<file path="src/rtl/sbdw_pkg.sv">
// ----------------------------------------------------------------------------
// sbdw_pkg
// Types, constants and helpers for the stream burning 3x3 window filter.
// ----------------------------------------------------------------------------
package sbdw_pkg;

  localparam int SBDW_MAX_WIDTH  = 1024;
  localparam int NEIGHBOUR_COUNT = 8;
  localparam int HEIGHT_LIMIT    = 4096;

  localparam int ELEV_W     = 32;
  localparam int EPS_W      = 31;
  localparam int GW_W       = 11;
  localparam int GH_W       = 13;
  localparam int CFG_IDX_W  = 2;
  localparam int CFG_DATA_W = 31;

  localparam logic [EPS_W-1:0] EPS_RESET = 31'd65536;
  localparam logic [GW_W-1:0]  GW_RESET  = 11'd1024;
  localparam logic [GH_W-1:0]  GH_RESET  = 13'd1024;

  localparam logic signed [ELEV_W-1:0] ELEV_MIN = 32'sh8000_0000;

  typedef enum logic [CFG_IDX_W-1:0] {
    CFG_BURN_MODE   = 2'd0,
    CFG_EPSILON     = 2'd1,
    CFG_GRID_WIDTH  = 2'd2,
    CFG_GRID_HEIGHT = 2'd3
  } cfg_reg_t;

  typedef struct packed {
    logic signed [ELEV_W-1:0] elevation;
    logic                     elevation_missing;
    logic                     stream_present;
    logic                     flush;
  } in_word_t;

  typedef struct packed {
    logic signed [ELEV_W-1:0] burned_elevation;
    logic                     burned_missing;
    logic                     frame_end;
  } out_word_t;

  // one grid cell as held in the line buffers and the window
  typedef struct packed {
    logic                     stream;
    logic                     missing;
    logic signed [ELEV_W-1:0] elev;
  } cell_t;

  localparam int CELL_W = $bits(cell_t);

  // per-item position info, decided when the word is accepted
  typedef struct packed {
    logic emit;
    logic fend;
    logic top_ok;
    logic bot_ok;
    logic left_ok;
    logic right_ok;
  } pos_t;

  typedef struct packed {
    logic                     found;
    logic signed [ELEV_W-1:0] value;
  } cand_t;

  // window slots of the 8 neighbours, row-major, center slot skipped
  localparam logic [3:0] NB_IDX [NEIGHBOUR_COUNT] =
    '{4'd0, 4'd1, 4'd2, 4'd3, 4'd5, 4'd6, 4'd7, 4'd8};
  localparam logic [3:0] CENTER_IDX = 4'd4;

  function automatic cell_t make_cell(input in_word_t w);
    cell_t c;
    if (w.flush) begin
      c.stream  = 1'b0;
      c.missing = 1'b1;
      c.elev    = '0;
    end else begin
      c.stream  = w.stream_present;
      c.missing = w.elevation_missing;
      c.elev    = w.elevation;
    end
    return c;
  endfunction

  function automatic cand_t min_pick(input cand_t a, input cand_t b);
    cand_t r;
    if (a.found && (!b.found || ($signed(a.value) <= $signed(b.value)))) begin
      r = a;
    end else begin
      r = b;
    end
    return r;
  endfunction

endpackage

</file>
<file path="src/rtl/sbdw_burn.sv">
// ----------------------------------------------------------------------------
// sbdw_burn
// Neighbour minimum in two registered halves, then the epsilon subtract
// with saturation into the output register.
// ----------------------------------------------------------------------------
module sbdw_burn
  import sbdw_pkg::*;
(
  input  logic             clk,
  input  logic             rst_n,
  input  logic             s2_valid,
  input  pos_t             s2_pos,
  input  cell_t [8:0]      win,
  input  logic             burn_mode,
  input  logic [EPS_W-1:0] epsilon,
  output logic             rdy3,
  output logic             out_valid,
  input  logic             out_stall,
  output out_word_t        out_data
);

  logic      s3_valid_r;
  cand_t     cand_r [2];
  cell_t     s3_ctr_r;
  logic      s3_fend_r;
  logic      out_valid_r;
  out_word_t out_data_r;

  logic      rdy4, mv2, mv3;
  logic      nb_ok [NEIGHBOUR_COUNT];
  cand_t     lvl0 [NEIGHBOUR_COUNT];
  cand_t     lvl1 [NEIGHBOUR_COUNT/2];
  cand_t     lvl2 [2];
  cand_t     best;
  logic signed [ELEV_W-1:0] base;
  logic [ELEV_W:0]          diff;
  logic signed [ELEV_W-1:0] sat;
  logic                     burn;

  assign rdy4 = !out_valid_r || !out_stall;
  assign rdy3 = !s3_valid_r || rdy4;
  assign mv2  = s2_valid && rdy3;
  assign mv3  = s3_valid_r && rdy4;

  always_comb begin
    nb_ok[0] = s2_pos.top_ok && s2_pos.left_ok;
    nb_ok[1] = s2_pos.top_ok;
    nb_ok[2] = s2_pos.top_ok && s2_pos.right_ok;
    nb_ok[3] = s2_pos.left_ok;
    nb_ok[4] = s2_pos.right_ok;
    nb_ok[5] = s2_pos.bot_ok && s2_pos.left_ok;
    nb_ok[6] = s2_pos.bot_ok;
    nb_ok[7] = s2_pos.bot_ok && s2_pos.right_ok;
    for (int k = 0; k < NEIGHBOUR_COUNT; k++) begin
      lvl0[k].found = burn_mode && nb_ok[k] &&
                      !win[NB_IDX[k]].missing && !win[NB_IDX[k]].stream;
      lvl0[k].value = win[NB_IDX[k]].elev;
    end
    for (int k = 0; k < NEIGHBOUR_COUNT/2; k++) begin
      lvl1[k] = min_pick(lvl0[2*k], lvl0[2*k+1]);
    end
    for (int k = 0; k < 2; k++) begin
      lvl2[k] = min_pick(lvl1[2*k], lvl1[2*k+1]);
    end
  end

  always_comb begin
    best = min_pick(cand_r[0], cand_r[1]);
    burn = s3_ctr_r.stream && !s3_ctr_r.missing;
    base = best.found ? best.value : s3_ctr_r.elev;
    diff = {base[ELEV_W-1], base} - {2'b00, epsilon};
    // only underflow is possible, clamp to the most negative value
    sat  = (diff[ELEV_W] != diff[ELEV_W-1]) ? ELEV_MIN : diff[ELEV_W-1:0];
  end

  always_ff @(posedge clk) begin
    if (!rst_n) begin
      s3_valid_r  <= 1'b0;
      out_valid_r <= 1'b0;
    end else begin
      if (rdy3) begin
        s3_valid_r <= s2_valid;
      end
      if (rdy4) begin
        out_valid_r <= s3_valid_r;
      end
    end
  end

  always_ff @(posedge clk) begin
    if (mv2) begin
      cand_r[0] <= lvl2[0];
      cand_r[1] <= lvl2[1];
      s3_ctr_r  <= win[CENTER_IDX];
      s3_fend_r <= s2_pos.fend;
    end
    if (mv3) begin
      out_data_r.burned_elevation <= burn ? sat : s3_ctr_r.elev;
      out_data_r.burned_missing   <= s3_ctr_r.missing;
      out_data_r.frame_end        <= s3_fend_r;
    end
  end

  assign out_valid = out_valid_r;
  assign out_data  = out_data_r;

endmodule

</file>
<file path="config.mk">
export PLATFORM = sky130hd
export DESIGN_NAME = sbdw_burn
export DESIGN_NICKNAME = d
export VERILOG_FILES = /design/src/rtl/sbdw_pkg.sv /design/src/rtl/sbdw_burn.sv
export SDC_FILE = /design/constraint.sdc
export NUM_CORES = 1
export LEC_CHECK = 0
export BUFFER_PORTS_ARGS = -buffer_cell sky130_fd_sc_hd__buf_2
export CORE_MARGIN = 4
export CORE_UTILIZATION = 50
export DETAILED_ROUTE_END_ITERATION = 8
export PLACE_DENSITY = 0.77
export SLEW_MARGIN = 10
export SYNTH_ARGS = -nofsm -noshare
export SYNTH_HDL_FRONTEND = slang
export SYNTH_SLANG_ARGS = --single-unit
</file>
<file path="constraint.sdc">
create_clock -name clk -period 6.1 [get_ports clk]
set_clock_uncertainty 0.05 [all_clocks]
set_input_delay 0.305 -clock clk [delete_from_list [all_inputs] [get_ports clk]]
set_output_delay 0.305 -clock clk [all_outputs]
set_load 0.05 [all_outputs]
</file>
==> flow_metrics.tcl <==
set metrics [dict create \
    ys_warn_count 0 \
    finalWirelength_um 46750 \
    wire_per_inst_um 19.53 \
    rr_startpoint "cand_r[0][11]$_DFFE_PP_" \
    ff2ff_path_depth 27 \
    finalCritPeriodShare_pct 97.94 \
    cp.required_ps 6220 \
    internal_power_mw 2.287 \
    setup_slack_ps 125.4 \
    path_buf_inv 3 \
    path_clk_slew_ps 60 \
    num_rows 62 \
    finalSetupViolCount 0 \
    synth_most_common_cell "inv_1" \
    utilization_pct 63.39 \
    grt_pass1_vias 13150 \
    critPathTopFamily "compound AO/OA/AOI/OAI gates" \
    pwr-share-clk_pct 27.8 \
    nets 2600 \
    crit_path_top_delay_cell "or4_4" \
    r2r-end "out_data[32]$_DFFE_PP_" \
    die_h_um 179.1 \
    max_freq_mhz 167.4 \
    drive_gt1_share_pct 24.90 \
    syn_nets 2165 \
    ys_types 65 \
    critPathArrivalTime_ps 6090 \
    p_total_mw 3.576 \
    hold_viol 0 \
    drc 0 \
    gp_congestion 0.9743 \
    ys_seq_area_share_pct 27.98 \
    slowest_delay_ps 430 \
    area_growth_syn_to_layout_pct 24.72 \
    power_density_nw_per_um2 196.0 \
    synth-async-reset-ratio_pct 0 \
    fp.dieW_um 179.1 \
    cts_tree "yes" \
    crit_fanout 16 \
    hold_path_depth 1 \
    synth-seq-cells 137 \
    synth_ff_type "edfxtp_1" \
    avgViaCountPerCell 5.684 \
    syn_area_um2 14630 \
    hold_ws_ps 13.83 \
    htree_levels 4 \
    antenna_found_initial 3 \
    critPathKind "reg2reg" \
    portBuffers 382 \
    cts_buffers 17 \
    dr.pass1.iters 7 \
    ant_nets 0 \
    hold_class "in2reg" \
    period_needed_ps 5975 \
    report.final.slew_viol_count 0 \
    min_from "win[138]" \
    dp.cells 2320 \
    grt_overflow_total 0 \
    power_frac_seq_pct 32.7 \
    grt_use_total_pct 28.01 \
    status "completed" \
    avgSynthCellArea_um2 9.378 \
    crit_path_start_kind "flop" \
    core_um2 28780 \
    io_pins 384 \
    stdcell_count 2394 \
    cts_buffer_depth 2 \
    synth_edf_count 135 \
    dieArea_um2 32060 \
    power.net_switching_mw 1.289 \
    netlist.area_leader.share_pct 27.71 \
    path_common_cell "ha_1" \
    yosysTopAreaCell "edfxtp_1" \
    dp_slack_ps -54.09 \
    r2r_slack_ps 130 \
    grt_max_degree 75 \
    power_frac_comb_pct 39.6 \
    grt_first_pass_wirelength_um 69370 \
    endpoint_kind "flop" \
    cts_root_buf "clkbuf_16" \
    timing.slew.headroom_pct 25.27 \
    ir_drop_mv 0.2106 \
    vias 13610 \
    synthCells 1560 \
    p_leak_nw 9.766 \
    cts_sinks 137 \
    synth_top_cells_by_count "inv_1, ha_1, mux2i_1" \
    clock_latency_ps 420 \
    hpwl_um 39410 \
    fillers 2394 \
    start_util_pct 50.83 \
    switching_share_pct 36.04 \
    drt-initial-drc-count 969 \
    ys_top_cells_by_area "edfxtp_1, ha_1, mux2i_1, inv_1, a21o_1" \
    cap_violations 0 \
    hold_end "s3_ctr_r[2]$_DFFE_PP_" \
    max_slew.worst_pin.slew_ps 1118 \
]
[repair_timing]
item	CTS	global route
resized for setup	4	32
hold buffers	20	2
pin swaps	0	27
cloned	0	1
setup buffers	0	17
endpoints found under the hold margin	20	2
endpoints found under the setup margin	24	28
[layer usage]
layer	track usage, %	part of all wire, %	wire length [µm]	vias up
li1	-	-	-	6583
met1	36.49	42	19560	6358
met2	48.03	48	22400	578
met3	4.513	7.4	3476	88
met4	8.155	2.8	1321	0
met5	0	0	0	-
[how the worst max path moves through the flow]
stage / from / to / slack [ps] / cells after the start
3_5_place_dp: cand_r[0][9]$_DFFE_PP_ / out_data[32]$_DFFE_PP_ / -50 / 24
2_1_floorplan: cand_r[0][9]$_DFFE_PP_ / out_data[32]$_DFFE_PP_ / 10 / 26
4_1_cts: cand_r[0][5]$_DFFE_PP_ / out_data[32]$_DFFE_PP_ / 20 / 25
5_1_grt: cand_r[0][42]$_DFFE_PP_ / out_data[32]$_DFFE_PP_ / -50 / 27
3_3_place_gp: cand_r[0][9]$_DFFE_PP_ / out_data[32]$_DFFE_PP_ / 80 / 25
6_report: cand_r[0][11]$_DFFE_PP_ / out_data[32]$_DFFE_PP_ / 130 / 27
[sequential cells by signal, summed over array words and instances (netlist names)]
register    cells
s3_fend_r       1
cand_r         66
out_data       34
s3_valid_r      1
out_valid       1
s3_ctr_r       34
[cell families (layout without fill, tap and decap cells)]
group | after synthesis | count (layout) | share of synthesized area, %
xor gates and xnor gates | 24 | 24 | 1.437
muxes | 226 | 226 | 15.47
DFF | 137 | 137 | 27.98
AOI/OAI and AO/OA | 349 | 349 | 15.71
buffers and inverters | 310 | 758 | 8.348
and+or+nand+nor | 257 | 257 | 9.015
adders and majority gates | 257 | 257 | 22.03
other | 0 | 2 | 0
[power groups by stage]
stage / combinational, mW / sequential [mW] / clock (mW)
2_1_floorplan: 0.808 / 1.22 / 0
3_3_place_gp: 1.25 / 1.19 / 0
3_5_place_dp: 1.30 / 1.19 / 0
4_1_cts: 1.32 / 1.17 / 1.01
5_1_grt: 1.56 / 1.17 / 1.06
6_report: 1.41 / 1.17 / 0.993
[through the flow]
step	TNS (ps)	cell area (µm²)
after global routing	-159.4	18250
after detailed placement	-120.4	17160
after global placement	0	17160
after floorplan	0	14630
final	0	18250
after CTS	0	17950
[cell type report]
type / instances / area, µm² / area share, %
flip-flops and latches: 137 / 4094 / 22.44
diodes: 2 / 5.005 / 0.02743
clock buffers: 17 / 425.4 / 2.332
clock inverters: 15 / 151.4 / 0.8298
multi-input cells: 1113 / 9475 / 51.93
repair buffers: 457 / 2604 / 14.27
well taps: 384 / 480.5 / 2.633
inverters: 269 / 1010 / 5.534
[cells in the final DEF (no fill, tap or decap), types with 7 or more instances in the layout]
cell type and n:
buf_2 382, inv_1 268, ha_1 253, mux2i_1 225, edfxtp_1 135, a21oi_1 81
nand2_1 71, o21ai_0 70, a21o_1 67, nand4_1 51, buf_4 45, nor2_1 39
nand3_1 22, dlygate4sd3_1 22, a22o_1 21, clkbuf_16 18, nor2b_1 16, o21a_1 16
xnor2_1 15, nor3_1 13, and3_1 11, o211ai_1 11, xor2_1 9, o21bai_1 8
nor4_1 8, a211oi_1 7, nand2b_1 7
(Power assumes the default switching activity.)
