**config.mk**
```make
export PLATFORM = sky130hd
export DESIGN_NAME = sbdw_pos
export DESIGN_NICKNAME = d
export VERILOG_FILES = /design/src/rtl/sbdw_pkg.sv /design/src/rtl/sbdw_pos.sv
export SDC_FILE = /design/constraint.sdc
export NUM_CORES = 1
export LEC_CHECK = 0
export ABC_AREA = 1
export CAP_MARGIN = 20
export CORE_ASPECT_RATIO = 1.75
export CORE_MARGIN = 2
export CORE_UTILIZATION = 35
export DETAILED_ROUTE_END_ITERATION = 6
export DONT_BUFFER_PORTS = 1
export MAX_ROUTING_LAYER = met4
export PLACE_DENSITY = 0.53
export SLEW_MARGIN = 20
export SYNTH_ARGS = -nofsm -noshare
export SYNTH_HDL_FRONTEND = slang
export SYNTH_SLANG_ARGS = --single-unit
```
**constraint.sdc**
```tcl
create_clock -name clk -period 8.9 [get_ports clk]
set_input_delay 1.335 -clock clk [delete_from_list [all_inputs] [get_ports clk]]
set_output_delay 1.335 -clock clk [all_outputs]
set_load 0.02 [all_outputs]
```
**src/rtl/sbdw_pkg.sv**
```systemverilog
// ----------------------------------------------------------------------------
// sbdw_pkg
// Types, constants and helpers for the stream burning 3x3 window filter.
// ----------------------------------------------------------------------------
package sbdw_pkg;

  localparam int SBDW_MAX_WIDTH  = 1024;
  localparam int NEIGHBOUR_COUNT = 8;
  localparam int HEIGHT_LIMIT    = 4096;

  localparam int ELEV_W     = 32;
  localparam int EPS_W      = 31;
  localparam int GW_W       = 11;
  localparam int GH_W       = 13;
  localparam int CFG_IDX_W  = 2;
  localparam int CFG_DATA_W = 31;

  localparam logic [EPS_W-1:0] EPS_RESET = 31'd65536;
  localparam logic [GW_W-1:0]  GW_RESET  = 11'd1024;
  localparam logic [GH_W-1:0]  GH_RESET  = 13'd1024;

  localparam logic signed [ELEV_W-1:0] ELEV_MIN = 32'sh8000_0000;

  typedef enum logic [CFG_IDX_W-1:0] {
    CFG_BURN_MODE   = 2'd0,
    CFG_EPSILON     = 2'd1,
    CFG_GRID_WIDTH  = 2'd2,
    CFG_GRID_HEIGHT = 2'd3
  } cfg_reg_t;

  typedef struct packed {
    logic signed [ELEV_W-1:0] elevation;
    logic                     elevation_missing;
    logic                     stream_present;
    logic                     flush;
  } in_word_t;

  typedef struct packed {
    logic signed [ELEV_W-1:0] burned_elevation;
    logic                     burned_missing;
    logic                     frame_end;
  } out_word_t;

  // one grid cell as held in the line buffers and the window
  typedef struct packed {
    logic                     stream;
    logic                     missing;
    logic signed [ELEV_W-1:0] elev;
  } cell_t;

  localparam int CELL_W = $bits(cell_t);

  // per-item position info, decided when the word is accepted
  typedef struct packed {
    logic emit;
    logic fend;
    logic top_ok;
    logic bot_ok;
    logic left_ok;
    logic right_ok;
  } pos_t;

  typedef struct packed {
    logic                     found;
    logic signed [ELEV_W-1:0] value;
  } cand_t;

  // window slots of the 8 neighbours, row-major, center slot skipped
  localparam logic [3:0] NB_IDX [NEIGHBOUR_COUNT] =
    '{4'd0, 4'd1, 4'd2, 4'd3, 4'd5, 4'd6, 4'd7, 4'd8};
  localparam logic [3:0] CENTER_IDX = 4'd4;

  function automatic cell_t make_cell(input in_word_t w);
    cell_t c;
    if (w.flush) begin
      c.stream  = 1'b0;
      c.missing = 1'b1;
      c.elev    = '0;
    end else begin
      c.stream  = w.stream_present;
      c.missing = w.elevation_missing;
      c.elev    = w.elevation;
    end
    return c;
  endfunction

  function automatic cand_t min_pick(input cand_t a, input cand_t b);
    cand_t r;
    if (a.found && (!b.found || ($signed(a.value) <= $signed(b.value)))) begin
      r = a;
    end else begin
      r = b;
    end
    return r;
  endfunction

endpackage

```
**src/rtl/sbdw_pos.sv**
```systemverilog
// ----------------------------------------------------------------------------
// sbdw_pos
// Raster position counter; works out which window center each word yields
// and which of its neighbours lie inside the grid.
// ----------------------------------------------------------------------------
module sbdw_pos
  import sbdw_pkg::*;
#(
  parameter int MAX_WIDTH = SBDW_MAX_WIDTH,
  parameter int AW        = $clog2(MAX_WIDTH),
  parameter int CW        = $clog2(MAX_WIDTH + 1)
) (
  input  logic            clk,
  input  logic            rst_n,
  input  logic            adv,
  input  logic            clr,
  input  logic [CW-1:0]   w_eff,
  input  logic [GH_W-1:0] h_eff,
  output logic [AW-1:0]   col,
  output pos_t            pos
);

  logic [AW-1:0]   col_r, col_nxt;
  logic [GH_W-1:0] row_r, row_nxt;
  logic            c0;
  logic [GH_W:0]   qr;
  logic [GH_W:0]   qr_inc;
  logic [AW:0]     col_inc;

  assign c0      = (col_r == '0);
  // center row lags two rows behind at column zero, one row otherwise
  assign qr      = {1'b0, row_r} - (c0 ? (GH_W+1)'(2) : (GH_W+1)'(1));
  assign qr_inc  = {1'b0, qr[GH_W-1:0]} + (GH_W+1)'(1);
  assign col_inc = {1'b0, col_r} + (AW+1)'(1);

  always_comb begin
    pos.emit     = !qr[GH_W] && (qr[GH_W-1:0] < h_eff);
    pos.top_ok   = !qr[GH_W] && (qr[GH_W-1:0] != '0);
    pos.bot_ok   = qr_inc < {1'b0, h_eff};
    pos.left_ok  = c0 ? (w_eff >= CW'(2)) : (col_r >= AW'(2));
    pos.right_ok = !c0;
    pos.fend     = c0 && ({1'b0, row_r} == ({1'b0, h_eff} + (GH_W+1)'(1)));
  end

  always_comb begin
    col_nxt = col_r;
    row_nxt = row_r;
    if (clr) begin
      col_nxt = '0;
      row_nxt = '0;
    end else if (adv) begin
      if (pos.fend) begin
        col_nxt = '0;
        row_nxt = '0;
      end else if (col_inc == (AW+1)'(w_eff)) begin
        col_nxt = '0;
        row_nxt = row_r + GH_W'(1);
      end else begin
        col_nxt = col_inc[AW-1:0];
      end
    end
  end

  always_ff @(posedge clk) begin
    if (!rst_n) begin
      col_r <= '0;
      row_r <= '0;
    end else begin
      col_r <= col_nxt;
      row_r <= row_nxt;
    end
  end

  assign col = col_r;

endmodule

```
==> summary.md, run 1 <==
| Metric | Value |
|---|---|
| Crit path DAT | approximately 4.6 ns |
| Largest net degree at the start of global routing | 30 |
| Vias | 3856 |
| Slew margin rel. | 0.503 |
| Leak | 1.84 nW |
| TritonCTS clock tree | built |
| Die Area | roughly 11000 um^2 |
| RSZ-0062 raised after global routing | no |
| First-pass GRT wire length | 17500 um |
| Max-capacitance violation count | 0 |
| Vias in the first global route | 3922 |
| Status | completed |
| Clock sinks | 23 |
| Core ar. | 10300 um^2 |
| Total gr overflow | 0 |
| Fill cells | 1190 |
| Die X | 81.6 um |
| Register area share after synthesis | 0.125 |
| Crit-path max FO | 10 |
| Post-DR vias/cell | 5.13 |
| Worst-Margin Slew | 0.738 ns |
| Fin Setup TNS | 0 ns |
| Most frequently used flop master after synthesis | dfxtp_1 |
| Initial drt markers | 205 |
| Post-Place Setup Slack | 3.15 ns |
| Final nets | 687 |
| WP data required | 7.57 ns |
| Clock latency on the worst-skew pair | 0.26 ns |
| Drc violations | 0 |
| Initial Util | 0.358 |
| Worst setup SP type | flop |
| Minimum clock period | 5.94 ns |
| Io pins | 44 |
| Crit end category | primary output |
| EDFF count, synth | 0 |
| Layout area overhead | 4.34% |
| Syn Nets | about 690 |
| Final setup margin | 2.96 ns |
| H-tree levels | 1 |
| Cell Area, Synth | 3690 um^2 |
| DRT Pass-1 Iters | 4 |
| Inserted Clock Buffers | 3 |
| Placer Congestion | 0.844 |
| Pwr Density | 77.8 nW/um^2 |
| # rows | roughly 50 |
| Worst Hold Class | reg -> reg |
| Pins Over Slew Limit | 0 |
| Clock Pin Slew Worst Setup and Hold Paths | 0.06 ns |
| Most frequent cells in the layout | nand2_1, inv_1, nor2_1 |
| Most common cell after layout, fill and taps aside | nand2_1 |
| Initial antenna violation count | 0 |
| Async S/R FF share, synth | 0 |
| Peak supply drop | 0.0000612 V |
| Syn avg cell area | 5.84 um^2 |
| ANT cells | 0 |
| Mapped Cells | 632 |
| Fmax | 0.168 GHz |
| CP Class | reg -> out |
| Post-CTS Setup Bufs | 0 |
| Post-cts gate resize count | 0 |
| Final ANT Viol Nets | 0 |
| Root buf cell | clkbuf_16 |
| Chip height | 140 um |
| Share of cells above drive strength 1 | 0.0577 |
| Final Skew | 0.00190 ns |
| Tcrit/Tclk final | 0.668 |
| Synthesis Warnings | 0 |
| Hpwl dp | 9070 um |
| Fin. Hold Viols | 0 |
| DR WL/cell | 14.2 um |
| Setup Viol. Count Final | 0 |
| GRT Resource Usage Total | 0.199 |
| Input/output buffers | 0 |
| Clock Path Buffers | 2 |
| Hold_buf cts | 0 |
| Final wirelength | 10600 um |
| Post-synth cell types | 44 |
| #FFs+latches synth | 23 |
-- final timing paths --
| path | endpoint | slack [ns] | depth (start not counted) | startpoint |
|---|---|---|---|---|
| max | pos[2] | 2.96 | 20 | col[4] |
| min reg2reg | row_r[0] | 0.57 | 2 | row_r[0] |
| max reg2reg | row_r[3] | 6.23 | 14 | col[4] |
| min | row_r[0] | 0.57 | 2 | row_r[0] |
-- state kept, by name, summed over array words and instances (netlist names) --
name and flops:
row_r 13, col 10
-- metrics by stage --
stage	util	hold WS (ns)	power [mW]	instance area (um^2)	std cells
global placement	0.366	0.568	0.202	3770	747
detailed placement	0.366	0.574	0.204	3770	747
finish	0.374	0.572	0.300	3850	751
CTS	0.374	0.584	0.306	3850	751
floorplan	-	0.513	0.184	3690	632
global route	0.374	0.605	0.324	3850	751
-- synth_stat cells (all sizes together), types with 8 or more instances --
library cell  number  area (um^2)
nand2            186          739
inv               92          345
nor2              82          338
nand3             72          390
ha                33          413
a21oi             32          160
xor2              32          295
dfxtp             23          460
nand4             20          125
nor3              13         86.3
buf               10         73.8
o21ai              8         40.0
-- cell type report --
cell class / count / area, um^2 / area share
tap: 127 / 159 / 0.0412
timing repair buffer: 1 / 7.51 / 0.00195
multi-input combinational: 502 / 2790 / 0.725
inverter: 94 / 353 / 0.0916
clock buffer: 4 / 78.8 / 0.0205
sequential: 23 / 460 / 0.120
-- cells by family (layout without fill, tap and decap cells) --
logic type / count (synthesis) / count (layout) / share of synthesized area
compound gates: 51 / 51 / 0.0773
flops: 23 / 23 / 0.125
xor+xnor: 35 / 35 / 0.0871
buf+inv: 107 / 99 / 0.119
simple gates: 382 / 382 / 0.475
fa+ha+maj: 34 / 34 / 0.117
-- critical path, cell delays in order, from the launching register on --
cell	delay [ns]
dfxtp_1	0.47
nor2_1	0.19
nand2_1	0.09
nor2_1	0.09
nand2_1	0.29
ha_1	0.35
fa_1	0.40
or2_1	0.27
nand2_2	0.11
nand3_2	0.09
nor3_2	0.24
nand2_1	0.13
nor2_1	0.19
nand2_1	0.10
xor2_1	0.16
ha_1	0.29
inv_1	0.05
o311ai_0	0.40
nand3_1	0.11
a21boi_0	0.18
nor2_1	0.14
-- report_power, final --
group          total [mW]  switching (mW)  internal (mW)  leakage, nW
clock              0.0994          0.0382         0.0612       0.0382
sequential          0.104        0.000963          0.103        0.185
combinational      0.0963          0.0622         0.0341         1.62
-- layer usage --
| layer | part of all wire | GRT usage | wire, um |
|---|---|---|---|
| met3 | 0.033 | 0.0195 | 352 |
| met5 | 0 | - | 0 |
| met2 | 0.56 | 0.384 | 5960 |
| met4 | 0.049 | 0.108 | 524 |
| met1 | 0.36 | 0.181 | 3800 |
(Power assumes the default switching activity.)
==> run 2: changes to the inputs <==
--- a/config.mk
+++ b/config.mk
@@ -13,7 +13,7 @@
 export DETAILED_ROUTE_END_ITERATION = 6
 export DONT_BUFFER_PORTS = 1
 export MAX_ROUTING_LAYER = met4
-export PLACE_DENSITY = 0.53
+export PLACE_DENSITY = 0.55
 export SLEW_MARGIN = 20
 export SYNTH_ARGS = -nofsm -noshare
 export SYNTH_HDL_FRONTEND = slang
==> constraint.sdc (replaced) <==
create_clock -name clk -period 5.3 [get_ports clk]
set_input_delay 0.795 -clock clk [delete_from_list [all_inputs] [get_ports clk]]
set_output_delay 0.795 -clock clk [all_outputs]
set_load 0.02 [all_outputs]
==> run 2 against run 1 <==
Sequential power rose by 67%. Critical path depth rose by 2. Flip-flop and latch count did not move. Via count fell by 1.3%. Worst hold slack got worse by 0.034 ns. Global-route usage fell by 0.35 points. Critical path type unchanged. Largest cell class unchanged. Highest routed layer unchanged.
==> summary.md, run 2 (synthesized netlist as in run 1, its figures left out) <==
| Metric | Value |
|---|---|
| Placer Congestion | 0.851 (+0.83%) |
| M1 WL | 3760 um (-0.82%) |
| Minimum clock period | 4.94 ns |
| Hold Path Depth | 2 (unchanged) |
| Max-capacitance violation count | 0 (unchanged) |
| Reg2reg start | col[8] |
| Max FFs per register | 13 (unchanged) |
| Initial Util | 0.358 (unchanged) |
| Drc violations | 0 (unchanged) |
| WL met2 | 6110 um (+2.6%) |
| Peak supply drop | 0.000145 V (+140%) |
| Hold path startpoint | col[0] |
| Largest reg by FF count | row_r |
| Final wirelength | 10500 um (-1.2%) |
| CP Class | reg -> out |
| DR WL/cell | 13.9 um (-1.8%) |
| Reg2reg setup slack | 2.98 ns (-3.25 ns) |
| Fill cells | 1164 (-2.2%) |
| Hpwl dp | 9020 um (-0.54%) |
| H-tree levels | 1 (unchanged) |
| Root buf cell | clkbuf_16 |
| Fin. Hold Viols | 0 (unchanged) |
| Clock Pin Slew Worst Setup and Hold Paths | 0.06 ns (about the same) |
| Inserted Clock Buffers | 3 (unchanged) |
| Share of cells above drive strength 1 | 0.0811 (+0.0234) |
| Die X | 81.6 um (unchanged) |
| Vias | 3806 (-1.3%) |
| Most frequent cells in the layout | nand2_1, inv_1, nor2_1 |
| Io pins | 44 (unchanged) |
| Fin cells | 756 (+0.67%) |
| Worst-case hold path end point | col[0] |
| ANT cells | 0 (unchanged) |
| Hold_buf cts | 0 (unchanged) |
| Final Power | 0.509 mW (+70%) |
| Post-DR vias/cell | 5.03 (-1.9%) |
| Largest net degree at the start of global routing | 30 (unchanged) |
| DRT Pass-1 Iters | 4 (unchanged) |
| Worst-Margin Slew | 0.663 ns (-0.0746 ns) |
| Setup Viol. Count Final | 0 (unchanged) |
| Clock Path Buffers | 2 (unchanged) |
| RSZ-0062 raised after global routing | no |
| Crit path DAT | 4.14 ns (-0.47 ns) |
| FF-to-FF End | row_r[3] |
| Chip height | 140 um (unchanged) |
| Most common cell after layout, fill and taps aside | nand2_1 |
| Leak | 1.88 nW (+1.8%) |
| Tcrit/Tclk final | 0.932 |
| Core ar. | 10300 um^2 (unchanged) |
| Initial antenna violation count | 0 (unchanged) |
| Cell Area, Placed | 3810 um^2 (+0.99%) |
| Post-CTS Setup Bufs | 0 (unchanged) |
| Crit end category | primary output |
| Die Area | 11400 um^2 (unchanged) |
| Final Util | 0.380 (+0.00571) |
| Final nets | 692 (+0.73%) |
| Highest routed layer | met4 |
| Final ANT Viol Nets | 0 (unchanged) |
| GRT Resource Usage Total | 0.196 (-0.00354) |
| Cell total after placement | 752 (+0.67%) |
| Initial drt markers | 172 (-16%) |
| Area of the multi-input gates | 2810 um^2 (+0.40%) |
| Pins Over Slew Limit | 0 (unchanged) |
| Vias in the first global route | 3799 (-3.1%) |
| Input/output buffers | 0 (unchanged) |
| Register Area | 469 um^2 (+1.9%) |
| Design Area, Final | 3910 um^2 (+1.5%) |
| TritonCTS clock tree | built |
| # rows | 49 (unchanged) |
| Clock sinks | 23 (unchanged) |
| Fmax | 0.202 GHz |
| Worst Hold Class | reg -> reg |
| Total gr overflow | 0 (unchanged) |
| Clock latency on the worst-skew pair | 0.26 ns (about the same) |
| Fin Setup TNS | 0 ns (unchanged) |
| Slew margin rel. | 0.553 (+0.0502) |
| WP data required | 4.51 ns (-3.06 ns) |
| Pwr Density | 130 nW/um^2 (+67%) |
| Status | completed |
| Layout area overhead | 5.93% |
| Final Skew | 0.00485 ns (+0.00295 ns) |
| Crit-path max FO | 6 (-4) |
| Worst reg2reg path depth | 14 (unchanged) |
| First-pass GRT wire length | 17100 um (-2.2%) |
| Worst setup SP type | flop |
| Met3 WL post-DR | 359 um (+2.0%) |
## run 2: how the worst max path moves through the flow
stage	startpoint	endpoint	slack, ns	cells past startpoint
2_1_floorplan	col[4]	pos[2]	0.72	21
3_3_place_gp	col[8]	pos[2]	0.45	20
3_5_place_dp	col[8]	pos[2]	0.34	20
4_1_cts	col[8]	pos[2]	0.04	20
5_1_grt	col[6]	pos[2]	0.02	22
6_report	col[8]	pos[2]	0.36	22
## run 2: timing repair
action                     4_1_cts  5_1_grt
hold endpoints to repair         0        0
setup endpoints to repair        0        1
gates resized for setup          0       11
## run 2: area by class of cell
class	instances	area share
clock inverters	1	0.00128
inverters	94	0.0902
flip-flops and latches	23	0.120
well taps	127	0.0406
multi-input cells	502	0.717
repair buffers	6	0.0115
clock buffers	3	0.0192
## run 2: metrics by stage
stage / hold WS [ns] / setup WS, ns
2_1_floorplan: 0.513 / 0.719
3_3_place_gp: 0.521 / 0.449
3_5_place_dp: 0.529 / 0.335
4_1_cts: 0.537 / 0.0450
5_1_grt: 0.566 / 0.0219
6_report: 0.538 / 0.362
## run 2: power breakdown
group	internal, mW	switching, mW	total, mW
combinational	0.0599	0.108	0.168
sequential	0.173	0.000281	0.174
clock	0.102	0.0664	0.168
## run 2: per-layer routing
layer / vias up / global-route usage
li1: 2018 / -
met1: 1716 / 0.178
met2: 56 / 0.385
met3: 16 / 0.0233
met4: 0 / 0.0833
met5: - / -
## run 2: worst max-delay path: stages (launching register included)
cell      delay, ns
dfxtp_2        0.38
nor2_1         0.13
nand2_1        0.11
nor2_1         0.16
nand2_2        0.12
ha_1           0.23
fa_1           0.41
or2_1          0.27
nand2_2        0.11
nand3_2        0.11
nor3_4         0.23
nand2_1        0.13
nor2_2         0.14
nand2_1        0.09
xor2_1         0.15
ha_1           0.29
inv_1          0.05
nor3_1         0.16
nand2_1        0.07
o311ai_1       0.10
nand3_1        0.11
a21boi_0       0.18
nor2_1         0.14
==> run 3: changes to the inputs <==
--- a/config.mk
+++ b/config.mk
@@ -13,7 +13,7 @@
 export DETAILED_ROUTE_END_ITERATION = 6
 export DONT_BUFFER_PORTS = 1
 export MAX_ROUTING_LAYER = met4
-export PLACE_DENSITY = 0.55
+export PLACE_DENSITY = 0.49
 export SLEW_MARGIN = 20
 export SYNTH_ARGS = -nofsm -noshare
 export SYNTH_HDL_FRONTEND = slang
==> constraint.sdc (replaced) <==
create_clock -name clk -period 4.4 [get_ports clk]
set_input_delay 0.66 -clock clk [delete_from_list [all_inputs] [get_ports clk]]
set_output_delay 0.66 -clock clk [all_outputs]
set_load 0.02 [all_outputs]
==> run 3 against run 2 <==
Combinational power up 43%. Worst setup slack worse by 0.31 ns. Final cell count up 4.2%. Sequential share of layout area down 1.1 points. Total power up 28%. Clock skew down 0.00062 ns. Register-to-register slack worse by 0.93 ns. Flip-flop and latch count unchanged. Critical path depth down 2. Non-clock buffer count up 32. Critical endpoint unchanged. Highest routed layer unchanged.
==> summary.md, run 3 (synthesized netlist as in run 1, its figures left out) <==
| Metric | Value |
|---|---|
| Status | completed |
| Initial Util | 0.358 (unchanged) |
| Worst-path cell chain | nor2_2 > nand2_2 > nor2_2 > nand2_2 > ha_4 > fa_2 > or2_1 > nand2_2 > nand3_4 > nor3_4 > nand2_2 > nor2_4 > nand2_2 > xor2_1 > ha_1 > inv_2 > o311ai_2 > nand3_1 > a21boi_2 > nor2_4 |
| Worst setup SP type | flop |
| Hpwl dp | 9540 um (+5.8%) |
| DRT Pass-1 Iters | 4 (unchanged) |
| Share of cells above drive strength 1 | 0.157 (+0.0763) |
| Clock Pin Slew Worst Setup and Hold Paths | 0.06 ns (about the same) |
| Critical Path Most Common Cell | nand2_2 |
| Post-Place Setup Slack | -0.0775 ns (-0.413 ns) |
| DR WL/cell | 14.3 um (+2.6%) |
| Slew margin rel. | 0.521 (-0.0320) |
| RSZ-0062 raised after global routing | yes |
| ANT cells | 0 (unchanged) |
| Clock Path Buffers | 2 (unchanged) |
| Minimum clock period | 4.34 ns |
| CP max stage delay | 0.35 ns (-0.06 ns) |
| Vias in the first global route | 3824 (+0.66%) |
| Worst-Margin Slew | 0.711 ns (+0.0475 ns) |
| Die Area | 11400 um^2 (unchanged) |
| Pins Over Slew Limit | 0 (unchanged) |
| Initial antenna violation count | 0 (unchanged) |
| First-pass GRT wire length | 17900 um (+4.6%) |
| Slowest-stage cell, CP | fa_2 |
| Final wirelength | 11200 um (+7.0%) |
| Area of the multi-input gates | 2930 um^2 (+4.3%) |
| Root buf cell | clkbuf_16 |
| Initial drt markers | 127 (-26%) |
| Largest net degree at the start of global routing | 30 (unchanged) |
| # rows | 49 (unchanged) |
| Post-DR vias/cell | 4.98 (-1.2%) |
| Tcrit/Tclk final | 0.987 |
| Register Area | 464 um^2 (-1.1%) |
| CP Class | reg -> out |
| Fill cells | 1161 (-0.26%) |
| Final Skew | 0.00424 ns (-0.000616 ns) |
| Leak | 2.05 nW (+9.0%) |
| Hold_buf cts | 0 (unchanged) |
| Peak supply drop | 0.0000993 V (-32%) |
| Vias | 3921 (+3.0%) |
| Placer Congestion | 0.858 (+0.75%) |
| Die X | 81.6 um (unchanged) |
| Crit-path max FO | 3 (-3) |
| Input/output buffers | 0 (unchanged) |
| Max-capacitance violation count | 0 (unchanged) |
| H-tree levels | 1 (unchanged) |
| Core ar. | 10300 um^2 (unchanged) |
| Total gr overflow | 0 (unchanged) |
| WP data required | 3.74 ns (-0.77 ns) |
| Crit end category | primary output |
| Final nets | 724 (+4.6%) |
| Layout area overhead | 15.8% |
| Max FFs per register | 13 (unchanged) |
| Chip height | 140 um (unchanged) |
| Design Area, Final | 4270 um^2 (+9.3%) |
| Drc violations | 0 (unchanged) |
| Worst hold slack | 0.534 ns (-0.00392 ns) |
| Setup Viol. Count Final | 0 (unchanged) |
| Worst Hold Class | reg -> reg |
| Final setup margin | 0.0553 ns (-0.306 ns) |
| Clock latency on the worst-skew pair | 0.26 ns (about the same) |
| Pwr Density | 153 nW/um^2 (+17%) |
| Most frequent cells in the layout | nand2_1, inv_1, nor2_1 |
| Most common cell after layout, fill and taps aside | nand2_1 |
| TritonCTS clock tree | built |
| Cell Area, Placed | 4000 um^2 (+5.0%) |
| GRT Resource Usage Total | 0.207 (+0.0115) |
| Crit path DAT | 3.68 ns (-0.46 ns) |
| Io pins | 44 (unchanged) |
| Fin. Hold Viols | 0 (unchanged) |
| Clock sinks | 23 (unchanged) |
| Fmax | around 0.23 GHz |
| Final ANT Viol Nets | 0 (unchanged) |
| Inserted Clock Buffers | 3 (unchanged) |
| Largest reg by FF count | row_r |
run 3: report_power, final:
| group | switching (mW) | total (mW) | internal [mW] |
|---|---|---|---|
| sequential | 0.000347 | 0.209 | 0.209 |
| clock | 0.0785 | 0.202 | 0.124 |
| combinational | 0.145 | 0.241 | 0.0964 |
run 3: critical path: cells and delay by family, from the launching register on:
family	cells	cell delay, ns
xor+xnor	1	0.14
flops	1	0.32
simple gates	13	1.59
compound gates	2	0.48
fa+ha+maj	3	0.84
buf+inv	1	0.05
run 3: layout make-up:
cell class | instances | share of cell area
Multi-Input combinational cell | 502 | 0.685
Sequential cell | 23 | 0.109
Inverter | 94 | 0.0826
Timing Repair Buffer | 38 | 0.0685
Tap cell | 127 | 0.0372
Clock buffer | 4 | 0.0184
run 3: what timing repair did:
action | 4_1_cts | 5_1_grt
resized for setup | 18 | 22
pin swaps | 16 | 23
setup buffers | 4 | 4
setup endpoints to repair | 1 | 2
run 3: path summary, 6_finish.rpt:
check / start / cells after the start / slack, ns / end
setup reg to reg: col[1] / 16 / 2.05 / row_r[4]
hold / removal: col[0] / 2 / 0.53 / col[0]
setup / recovery: col[8] / 20 / 0.06 / pos[2]
hold reg to reg: col[0] / 2 / 0.53 / col[0]
run 3: metrics by stage:
step | setup TNS (ns) | cells | power [mW] | util
6_report | 0 | 788 | 0.653 | 0.415
5_1_grt | -0.183 | 788 | 0.699 | 0.415
4_1_cts | 0 | 784 | 0.651 | 0.405
3_5_place_dp | -0.0775 | 777 | 0.433 | 0.388
3_3_place_gp | -0.0533 | 777 | 0.428 | 0.388
2_1_floorplan | 0 | 632 | 0.372 | -
run 3: layer usage:
layer	track usage	routed length, um	vias to the layer above
met5	-	0	-
met4	0.0640	266	0
met3	0.0130	281	14
met2	0.428	6730	60
met1	0.187	3960	1770
li1	-	-	2077
